**config.mk**
```make
export PLATFORM = sky130hd
export DESIGN_NAME = kcs_ctrl
export DESIGN_NICKNAME = d
export VERILOG_FILES = /design/src/hdl/kcs_pkg.sv /design/src/hdl/kcs_ctrl.sv
export SDC_FILE = /design/constraint.sdc
export NUM_CORES = 1
export LEC_CHECK = 0
export BUFFER_PORTS_ARGS = -buffer_cell sky130_fd_sc_hd__buf_2
export CAP_MARGIN = 0
export CORE_MARGIN = 4
export CORE_UTILIZATION = 45
export CTS_CLUSTER_DIAMETER = 60
export DETAILED_ROUTE_END_ITERATION = 6
export PLACE_DENSITY = 0.66
export SLEW_MARGIN = 30
export SYNTH_ARGS = -nofsm -noshare
export SYNTH_HDL_FRONTEND = slang
export SYNTH_SLANG_ARGS = --single-unit
```
**constraint.sdc**
```tcl
create_clock -name clk -period 2.1 [get_ports clk]
set_input_delay 0.105 -clock clk [delete_from_list [all_inputs] [get_ports clk]]
set_output_delay 0.105 -clock clk [all_outputs]
set_load 0.02 [all_outputs]
```
**src/hdl/kcs_pkg.sv**
```systemverilog
// Shared types, constants and codes of the keyframe curve sampler.
`timescale 1ns / 1ps
package kcs_pkg;

  localparam int unsigned DEFAULT_MAX_KEYS = 16;
  localparam logic [31:0] ONE_Q            = 32'h0001_0000;
  localparam logic [31:0] HALF_Q           = 32'h0000_8000;
  localparam logic [31:0] RANGE_RESET      = 32'h0001_0000;

  localparam logic [1:0] CMD_LOAD   = 2'd0;
  localparam logic [1:0] CMD_SAMPLE = 2'd1;
  localparam logic [1:0] CMD_AREA   = 2'd2;
  localparam logic [1:0] CMD_UNUSED = 2'd3;

  localparam logic REG_CURVE_RANGE = 1'b0;
  localparam logic REG_KEY_COUNT   = 1'b1;

  typedef enum logic [5:0] {
    OP_NONE,
    OP_ACCEPT,
    OP_EV_ZERO,
    OP_EV_MUL,
    OP_EV_TM,
    OP_SCAN_RD,
    OP_SCAN_CHK,
    OP_RD_K,
    OP_LATCH_K,
    OP_LATCH_R,
    OP_DIV_F,
    OP_DIV_STEP,
    OP_MUL_V,
    OP_ADD_V,
    OP_ADD_S,
    OP_MUL_RND,
    OP_EV_FIN,
    OP_AR_T_END,
    OP_AR_RD,
    OP_AR_DIV,
    OP_AR_T,
    OP_SG_L,
    OP_SG_R,
    OP_SG_RV,
    OP_SG_MUL_SUM,
    OP_SG_ADD_SUM,
    OP_SG_MUL_POS,
    OP_SG_DIV,
    OP_SG_MUL_Q,
    OP_SG_ADD_Q,
    OP_AR_NEXT,
    OP_OUT_EV,
    OP_OUT_AREA,
    OP_OUT_ZERO
  } dp_op_t;

  typedef enum logic [5:0] {
    ST_IDLE,
    ST_EV_MUL,
    ST_EV_TM,
    ST_SCAN_RD,
    ST_SCAN_CHK,
    ST_RD_K,
    ST_LATCH_K,
    ST_LATCH_R,
    ST_CHK_SPAN,
    ST_DIVF,
    ST_ADD_V,
    ST_ADD_S,
    ST_MUL_RND,
    ST_EV_FIN,
    ST_AR_LOOP,
    ST_AR_DIV0,
    ST_AR_DIV,
    ST_SEG,
    ST_SG_R,
    ST_SG_RV,
    ST_SG_CLS,
    ST_SG_ADD_SUM,
    ST_SG_DIV0,
    ST_SG_DIV,
    ST_SG_ADD_Q,
    ST_AR_NEXT,
    ST_OUT_EV,
    ST_OUT_AREA,
    ST_OUT_ZERO
  } ctl_state_t;

  typedef enum logic [1:0] {
    RET_SAMPLE,
    RET_L,
    RET_R
  } ret_t;

  typedef struct packed {
    logic n_zero;
    logic r_lt_n;
    logic scan_hit;
    logic interp;
    logic span_pos;
    logic div_done;
    logic range_zero;
    logic kk_lt_n;
    logic t_le_prev;
    logic t_ge_end;
    logic both_nonneg;
    logic both_nonpos;
  } dp_stat_t;

endpackage

```
**src/hdl/kcs_ctrl.sv**
```systemverilog
// Sequencer for load, sample and area words of the curve sampler.
`timescale 1ns / 1ps
module kcs_ctrl
  import kcs_pkg::*;
(
  input  logic       clk,
  input  logic       rst_n,
  input  logic       start,
  input  logic [1:0] in_command,
  input  dp_stat_t   stat,
  output dp_op_t     op,
  output logic       busy
);

  ctl_state_t state_r, state_nxt;
  ret_t       ret_r, ret_nxt;
  ctl_state_t ret_state;

  always_ff @(posedge clk) begin
    if (!rst_n) begin
      state_r <= ST_IDLE;
      ret_r   <= RET_SAMPLE;
    end else begin
      state_r <= state_nxt;
      ret_r   <= ret_nxt;
    end
  end

  always_comb begin
    unique case (ret_r)
      RET_L:   ret_state = ST_SG_R;
      RET_R:   ret_state = ST_SG_RV;
      default: ret_state = ST_OUT_EV;
    endcase
  end

  always_comb begin
    state_nxt = state_r;
    ret_nxt   = ret_r;
    op        = OP_NONE;
    unique case (state_r)
      ST_IDLE: begin
        if (start) begin
          op = OP_ACCEPT;
          unique case (in_command)
            CMD_SAMPLE: begin
              ret_nxt   = RET_SAMPLE;
              state_nxt = ST_EV_MUL;
            end
            CMD_AREA: state_nxt = ST_AR_LOOP;
            default:  state_nxt = ST_OUT_ZERO;
          endcase
        end
      end
      ST_EV_MUL: begin
        if (stat.n_zero) begin
          op        = OP_EV_ZERO;
          state_nxt = ret_state;
        end else begin
          op        = OP_EV_MUL;
          state_nxt = ST_EV_TM;
        end
      end
      ST_EV_TM: begin
        op        = OP_EV_TM;
        state_nxt = ST_SCAN_RD;
      end
      ST_SCAN_RD: begin
        if (stat.r_lt_n) begin
          op        = OP_SCAN_RD;
          state_nxt = ST_SCAN_CHK;
        end else begin
          state_nxt = ST_RD_K;
        end
      end
      ST_SCAN_CHK: begin
        op        = OP_SCAN_CHK;
        state_nxt = stat.scan_hit ? ST_SCAN_RD : ST_RD_K;
      end
      ST_RD_K: begin
        op        = OP_RD_K;
        state_nxt = ST_LATCH_K;
      end
      ST_LATCH_K: begin
        op        = OP_LATCH_K;
        state_nxt = stat.interp ? ST_LATCH_R : ST_MUL_RND;
      end
      ST_LATCH_R: begin
        op        = OP_LATCH_R;
        state_nxt = ST_CHK_SPAN;
      end
      ST_CHK_SPAN: begin
        if (stat.span_pos) begin
          op        = OP_DIV_F;
          state_nxt = ST_DIVF;
        end else begin
          state_nxt = ST_MUL_RND;
        end
      end
      ST_DIVF: begin
        if (stat.div_done) begin
          op        = OP_MUL_V;
          state_nxt = ST_ADD_V;
        end else begin
          op = OP_DIV_STEP;
        end
      end
      ST_ADD_V: begin
        op        = OP_ADD_V;
        state_nxt = ST_ADD_S;
      end
      ST_ADD_S: begin
        op        = OP_ADD_S;
        state_nxt = ST_MUL_RND;
      end
      ST_MUL_RND: begin
        op        = OP_MUL_RND;
        state_nxt = ST_EV_FIN;
      end
      ST_EV_FIN: begin
        op        = OP_EV_FIN;
        state_nxt = ret_state;
      end
      ST_AR_LOOP: begin
        if (!stat.kk_lt_n || stat.range_zero) begin
          op        = OP_AR_T_END;
          state_nxt = ST_SEG;
        end else begin
          op        = OP_AR_RD;
          state_nxt = ST_AR_DIV0;
        end
      end
      ST_AR_DIV0: begin
        op        = OP_AR_DIV;
        state_nxt = ST_AR_DIV;
      end
      ST_AR_DIV: begin
        if (stat.div_done) begin
          op        = OP_AR_T;
          state_nxt = ST_SEG;
        end else begin
          op = OP_DIV_STEP;
        end
      end
      ST_SEG: begin
        if (stat.t_le_prev) begin
          state_nxt = ST_AR_NEXT;
        end else begin
          op        = OP_SG_L;
          ret_nxt   = RET_L;
          state_nxt = ST_EV_MUL;
        end
      end
      ST_SG_R: begin
        op        = OP_SG_R;
        ret_nxt   = RET_R;
        state_nxt = ST_EV_MUL;
      end
      ST_SG_RV: begin
        op        = OP_SG_RV;
        state_nxt = ST_SG_CLS;
      end
      ST_SG_CLS: begin
        if (stat.both_nonneg) begin
          op        = OP_SG_MUL_SUM;
          state_nxt = ST_SG_ADD_SUM;
        end else if (stat.both_nonpos) begin
          state_nxt = ST_AR_NEXT;
        end else begin
          op        = OP_SG_MUL_POS;
          state_nxt = ST_SG_DIV0;
        end
      end
      ST_SG_ADD_SUM: begin
        op        = OP_SG_ADD_SUM;
        state_nxt = ST_AR_NEXT;
      end
      ST_SG_DIV0: begin
        op        = OP_SG_DIV;
        state_nxt = ST_SG_DIV;
      end
      ST_SG_DIV: begin
        if (stat.div_done) begin
          op        = OP_SG_MUL_Q;
          state_nxt = ST_SG_ADD_Q;
        end else begin
          op = OP_DIV_STEP;
        end
      end
      ST_SG_ADD_Q: begin
        op        = OP_SG_ADD_Q;
        state_nxt = ST_AR_NEXT;
      end
      ST_AR_NEXT: begin
        op        = OP_AR_NEXT;
        state_nxt = stat.t_ge_end ? ST_OUT_AREA : ST_AR_LOOP;
      end
      ST_OUT_EV: begin
        op        = OP_OUT_EV;
        state_nxt = ST_IDLE;
      end
      ST_OUT_AREA: begin
        op        = OP_OUT_AREA;
        state_nxt = ST_IDLE;
      end
      ST_OUT_ZERO: begin
        op        = OP_OUT_ZERO;
        state_nxt = ST_IDLE;
      end
      default: state_nxt = ST_IDLE;
    endcase
  end

  assign busy = (state_r != ST_IDLE);

endmodule

```
* Yosys cells after proc, flatten, opt, wreduce, memory -nomap -nowiden
Index checks and enable logic that the tools add are counted.
Cells by class: eq/ne operators 38, muxes and demuxes 33, reduce and logical (&&, ||, !) cells 8
Operators by type and width (count):
- case mux 6 bit (29 select lines) | 1
- case mux 6 bit (25 select lines) | 1
- equality test 6 x 5 -> 1 bit, second input constant | 13
- equality test 6 x 4 -> 1 bit, second input constant | 8
- 2-to-1 mux 5 bit | 8
- 2-to-1 mux 6 bit | 5
- equality test 6 x 3 -> 1 bit, second input constant | 4
- 2-to-1 mux 4 bit | 4
- equality test 6 x 2 -> 1 bit, second input constant | 2
- 2-to-1 mux 3 bit | 4
- inequality test 2 bit, second input constant | 5
- case mux 5 bit (2 select lines) | 1
- 2-to-1 mux 2 bit | 4
- case mux 4 bit (2 select lines) | 1
- AND reduction 4 bit | 2
- equality test 6 x 1 -> 1 bit, second input constant | 1
- logical NOT 6 bit | 1
- case mux 2 bit (3 select lines) | 1
- nonzero test 6 bit | 1
- equality test 2 x 1 -> 1 bit, second input constant | 2
- equality test 2 bit, second input constant | 2
- 2-to-1 mux 1 bit | 3
- nonzero test 3 bit | 1
- inequality test 2 x 1 -> 1 bit, second input constant | 1
- other kinds (3) | 3
Storage, ports and cells: register bits 8, output and inout port bits 7, word-level logic and storage cells 81

* Depth between registers and ports, before layout
word-level depth 4, gate-level depth with buffers 8, gate-level depth less buffers 6

* Least setup slack after synthesis
OpenSTA, ideal clock, no wires.
path kind register to output, start point register state_r[3], end point output op[2], data arrival time 1.512 ns, required time 1.995 ns, setup slack 0.483 ns, stages on the path, launching flop included 7, cell sequence dfxtp_1 > buf_4 > buf_6 > buf_6 > o41ai_2 > o31ai_1 > a221o_1
On the way: longest elaborated chain between the ends 2, elaborated cells between the ends (all ways) 30, classes of those cells eq/ne: 28; mux: 1; reduce/logical: 1
Ends and longest elaborated chain:
- from (decl) | line kcs_ctrl.sv:15 | ctl_state_t state_r, state_nxt;
- from (signal assigned) | line kcs_ctrl.sv:24 | state_r <= state_nxt;
- equality test 6 x 5 -> 1 bit, or another cell as far along | line kcs_ctrl.sv:41 | unique case (state_r)
- case mux 6 bit (29 select lines) (*) | line kcs_ctrl.sv:41
- to (decl) | line kcs_ctrl.sv:11 | output dp_op_t op,
Mark *: on every way between the ends. The rest lies on a longest branch, timed or not.

* Worst setup path in the final report
start point register state_r[3], end point output op[1]
The elaborated chain is that of the path after synthesis.

==> results.toml <==
[global_route]
grt_most_used_layer = "met1"
grt_max_degree = 17
grt_usage_pct = 23.0
grt_overflow = 0
met1_usage_pct = 35.0
grt_pass1_wl_um = 7850
antenna_found_initial = 0
first_global_vias = 1534
use_met2_pct = 34.4
met3_usage_pct = 1.01

[worst_setup_path]
setup.worst_path.class = "flip-flop to primary output"
cp-end-kind = "primary output"
crit_end = "op[1]"
path_cells = "buf_4, or2b_1, nand4_1, o311a_1, nand2b_1, a311o_1, buf_2"
r2r-start = "state_r[3]$_SDFFE_PN0P_"
reg2reg_to = "state_r[2]$_SDFFE_PN0P_"
slowest_stage = "dfxtp_2"
cp-startpoint = "state_r[3]$_SDFFE_PN0P_"
crit_path_max_incr_delay_ns = 0.39
r2r_slack_ns = 0.24
arrival_ns = 1.96
required_ns = 2.00
start_kind = "flip-flop"
worst_r2r_path_depth = 6
critPathMaxFanout = 12

[yosys]
yosys_register_bits = 7
syn_nets = 234
yosysWarnings = 0
ys.flop_type = "dfxtp_1"
synth_area_per_cell_um2 = 7.30
yosysUniqueCellTypes = 70
synthCells = 213
synth_seq_area_share_pct = 9.02
synth.area.top_cells = "dfxtp_1, a21oi_1, buf_6, nand2_1, nor2b_1"
yosysTopAreaCell = "dfxtp_1"
yosys.area.top_type_share_pct = 9.02
async_flop_share_pct = 0
synth_edf_count = 0
syn_area_um2 = 1550

[sta]
fin_tns_setup_ns = 0
max_slew_margin_pct = 71.6
worst_slew_pin_slew_ns = 0.421
fin_crit_ns = 2.06
setup_violations = 0
clock_skew_ns = 0.0132
holdWs_ns = 0.178
fin_ws_ns = 0.0398
hold_violations = 0
fin_crit_sh_pct = 98.1
maxSlewViolCount = 0
clock.fmax_ghz = 0.485

[floorplanning]
ios = 24
rows = 21
core_um2 = 3340
die_x_um = 66.8
die_area_um2 = 4460
die_h_um = 66.8
start_util_pct = 46.6

[detailed_routing]
dr.pass1.iters = 5
detailroute.via_count = 1840
post-route-drc-count = 0
wl_per_cell_um = 17.3
drt_iter0_drc = 232
drt-total-wl_um = 4980
viasPerCell = 6.39
ant_nets = 0

[layout]
multi_input_area_um2 = 1230
final_cell_mix = "buf_2, buf_4, nand2_1, a21oi_1, nor2_1"
drive_gt1_share_pct = 29.8
utilization_pct = 53.5
n_antenna_cell = 0
layout_commonest_cell = "buf_2"
n_fill_cell = 331
register_area_um2 = 151
synthToLayoutAreaGrowth_pct = 15.0
final_cells = 288
fin_area_um2 = 1790
fin_nets = 264

[cts]
clkLatencyLatePin_ns = 0.27
post_cts_buffers = 0
clockBufferDepth = 2
htree_levels = 1
cts_made_buffers = 3
path_clk_slew_ns = 0.06
root_buffer = "clkbuf_4"
cts.sink_count = 7
cts_tree = "yes"

[place]
pre_cts_ws_ns = 0.157
port_buffers = 23
dp.cells = 284
post-dp-hpwl_um = 3840
postPlaceCellArea_um2 = 1730
routabilityCongestion = 0.996

[run]
drv_cap = 0

[status]
status = "complete, no violations"

[power_and_ir_drop]
finalPower_mw = 2.52
leakagePower_nw = 0.717
ir_drop_mv = 0.685
power.density_nw_per_um2 = 1410

[worst_hold_path]
hp-class = "input port to flip-flop"
how the worst min path moves through the flow:
stage	from	slack, ns	endpoint	cells past startpoint
3_5_place_dp	rst_n	0.44	ret_r[0]$_SDFFE_PN0P_	3
6_report	rst_n	0.18	ret_r[0]$_SDFFE_PN0P_	3
5_1_grt	rst_n	0.19	ret_r[1]$_SDFFE_PN0P_	3
3_3_place_gp	rst_n	0.45	ret_r[0]$_SDFFE_PN0P_	3
4_1_cts	rst_n	0.17	ret_r[0]$_SDFFE_PN0P_	3
2_1_floorplan	rst_n	0.31	ret_r[1]$_SDFFE_PN0P_	2
where the power goes:
group | leakage [nW] | internal, mW | switching (mW)
Combinational | 0.642 | 0.865 | 1.21
Clock | 0.0150 | 0.0733 | 0.0624
Sequential | 0.0598 | 0.192 | 0.110
Total | 0.717 | 1.13 | 1.39
metal layers:
| layer | wire (um) | up-vias |
|---|---|---|
| met2 | 2220 | 123 |
| met1 | 2200 | 830 |
| met3 | 417 | 12 |
| met5 | 0 | - |
| li1 | - | 875 |
| met4 | 150 | 0 |
synthesized netlist by cell type, types with 3 or more instances:
library cell and count:
a21oi_1 19, a22oi_1 5, and2_1 3, buf_2 7
buf_4 3, buf_6 8, dfxtp_1 7, ha_1 4
inv_1 6, inv_2 3, nand2_1 19, nand2b_1 8
nand3_1 8, nand4_1 5, nor2_1 13, nor2b_1 11
nor3_1 4, nor3b_1 3, nor3b_2 3, nor4_1 3
o21ai_0 9, o21ai_1 4, o31ai_1 3, or4_1 3
repair_timing:
action | 4_1_cts | 5_1_grt
setup endpoints to repair | 4 | 3
gates resized for setup | 4 | 8
cloned | 0 | 0
hold buffers | 0 | 0
kinds of logic after synthesis:
family / Yosys count / synth area share, %
muxes: 1 / 0.644
AOI/OAI and AO/OA: 73 / 35.1
xor gates and xnor gates: 1 / 0.564
adders and majority gates: 4 / 3.22
and+or+nand+nor: 98 / 38.6
buffers and inverters: 29 / 12.9
DFF: 7 / 9.02
cell type report:
cell class / instances / area share, %
repair buffers: 45 / 15.9
multi-input cells: 177 / 69.0
inverters: 9 / 1.89
clock buffers: 4 / 1.47
flip-flops and latches: 7 / 8.47
well taps: 46 / 3.22
sequential cells by signal, summed over array words and instances, names as in the netlist:
| name | flops |
|---|---|
| ret_r | 2 |
| state_r | 5 |
critical path: cells and delay by family (launching register included):
family,cells,cell delay [ns]
compound gates,2,0.51
simple gates,3,0.43
flops,1,0.39
buf+inv,2,0.33
(Power assumes the default switching activity.)
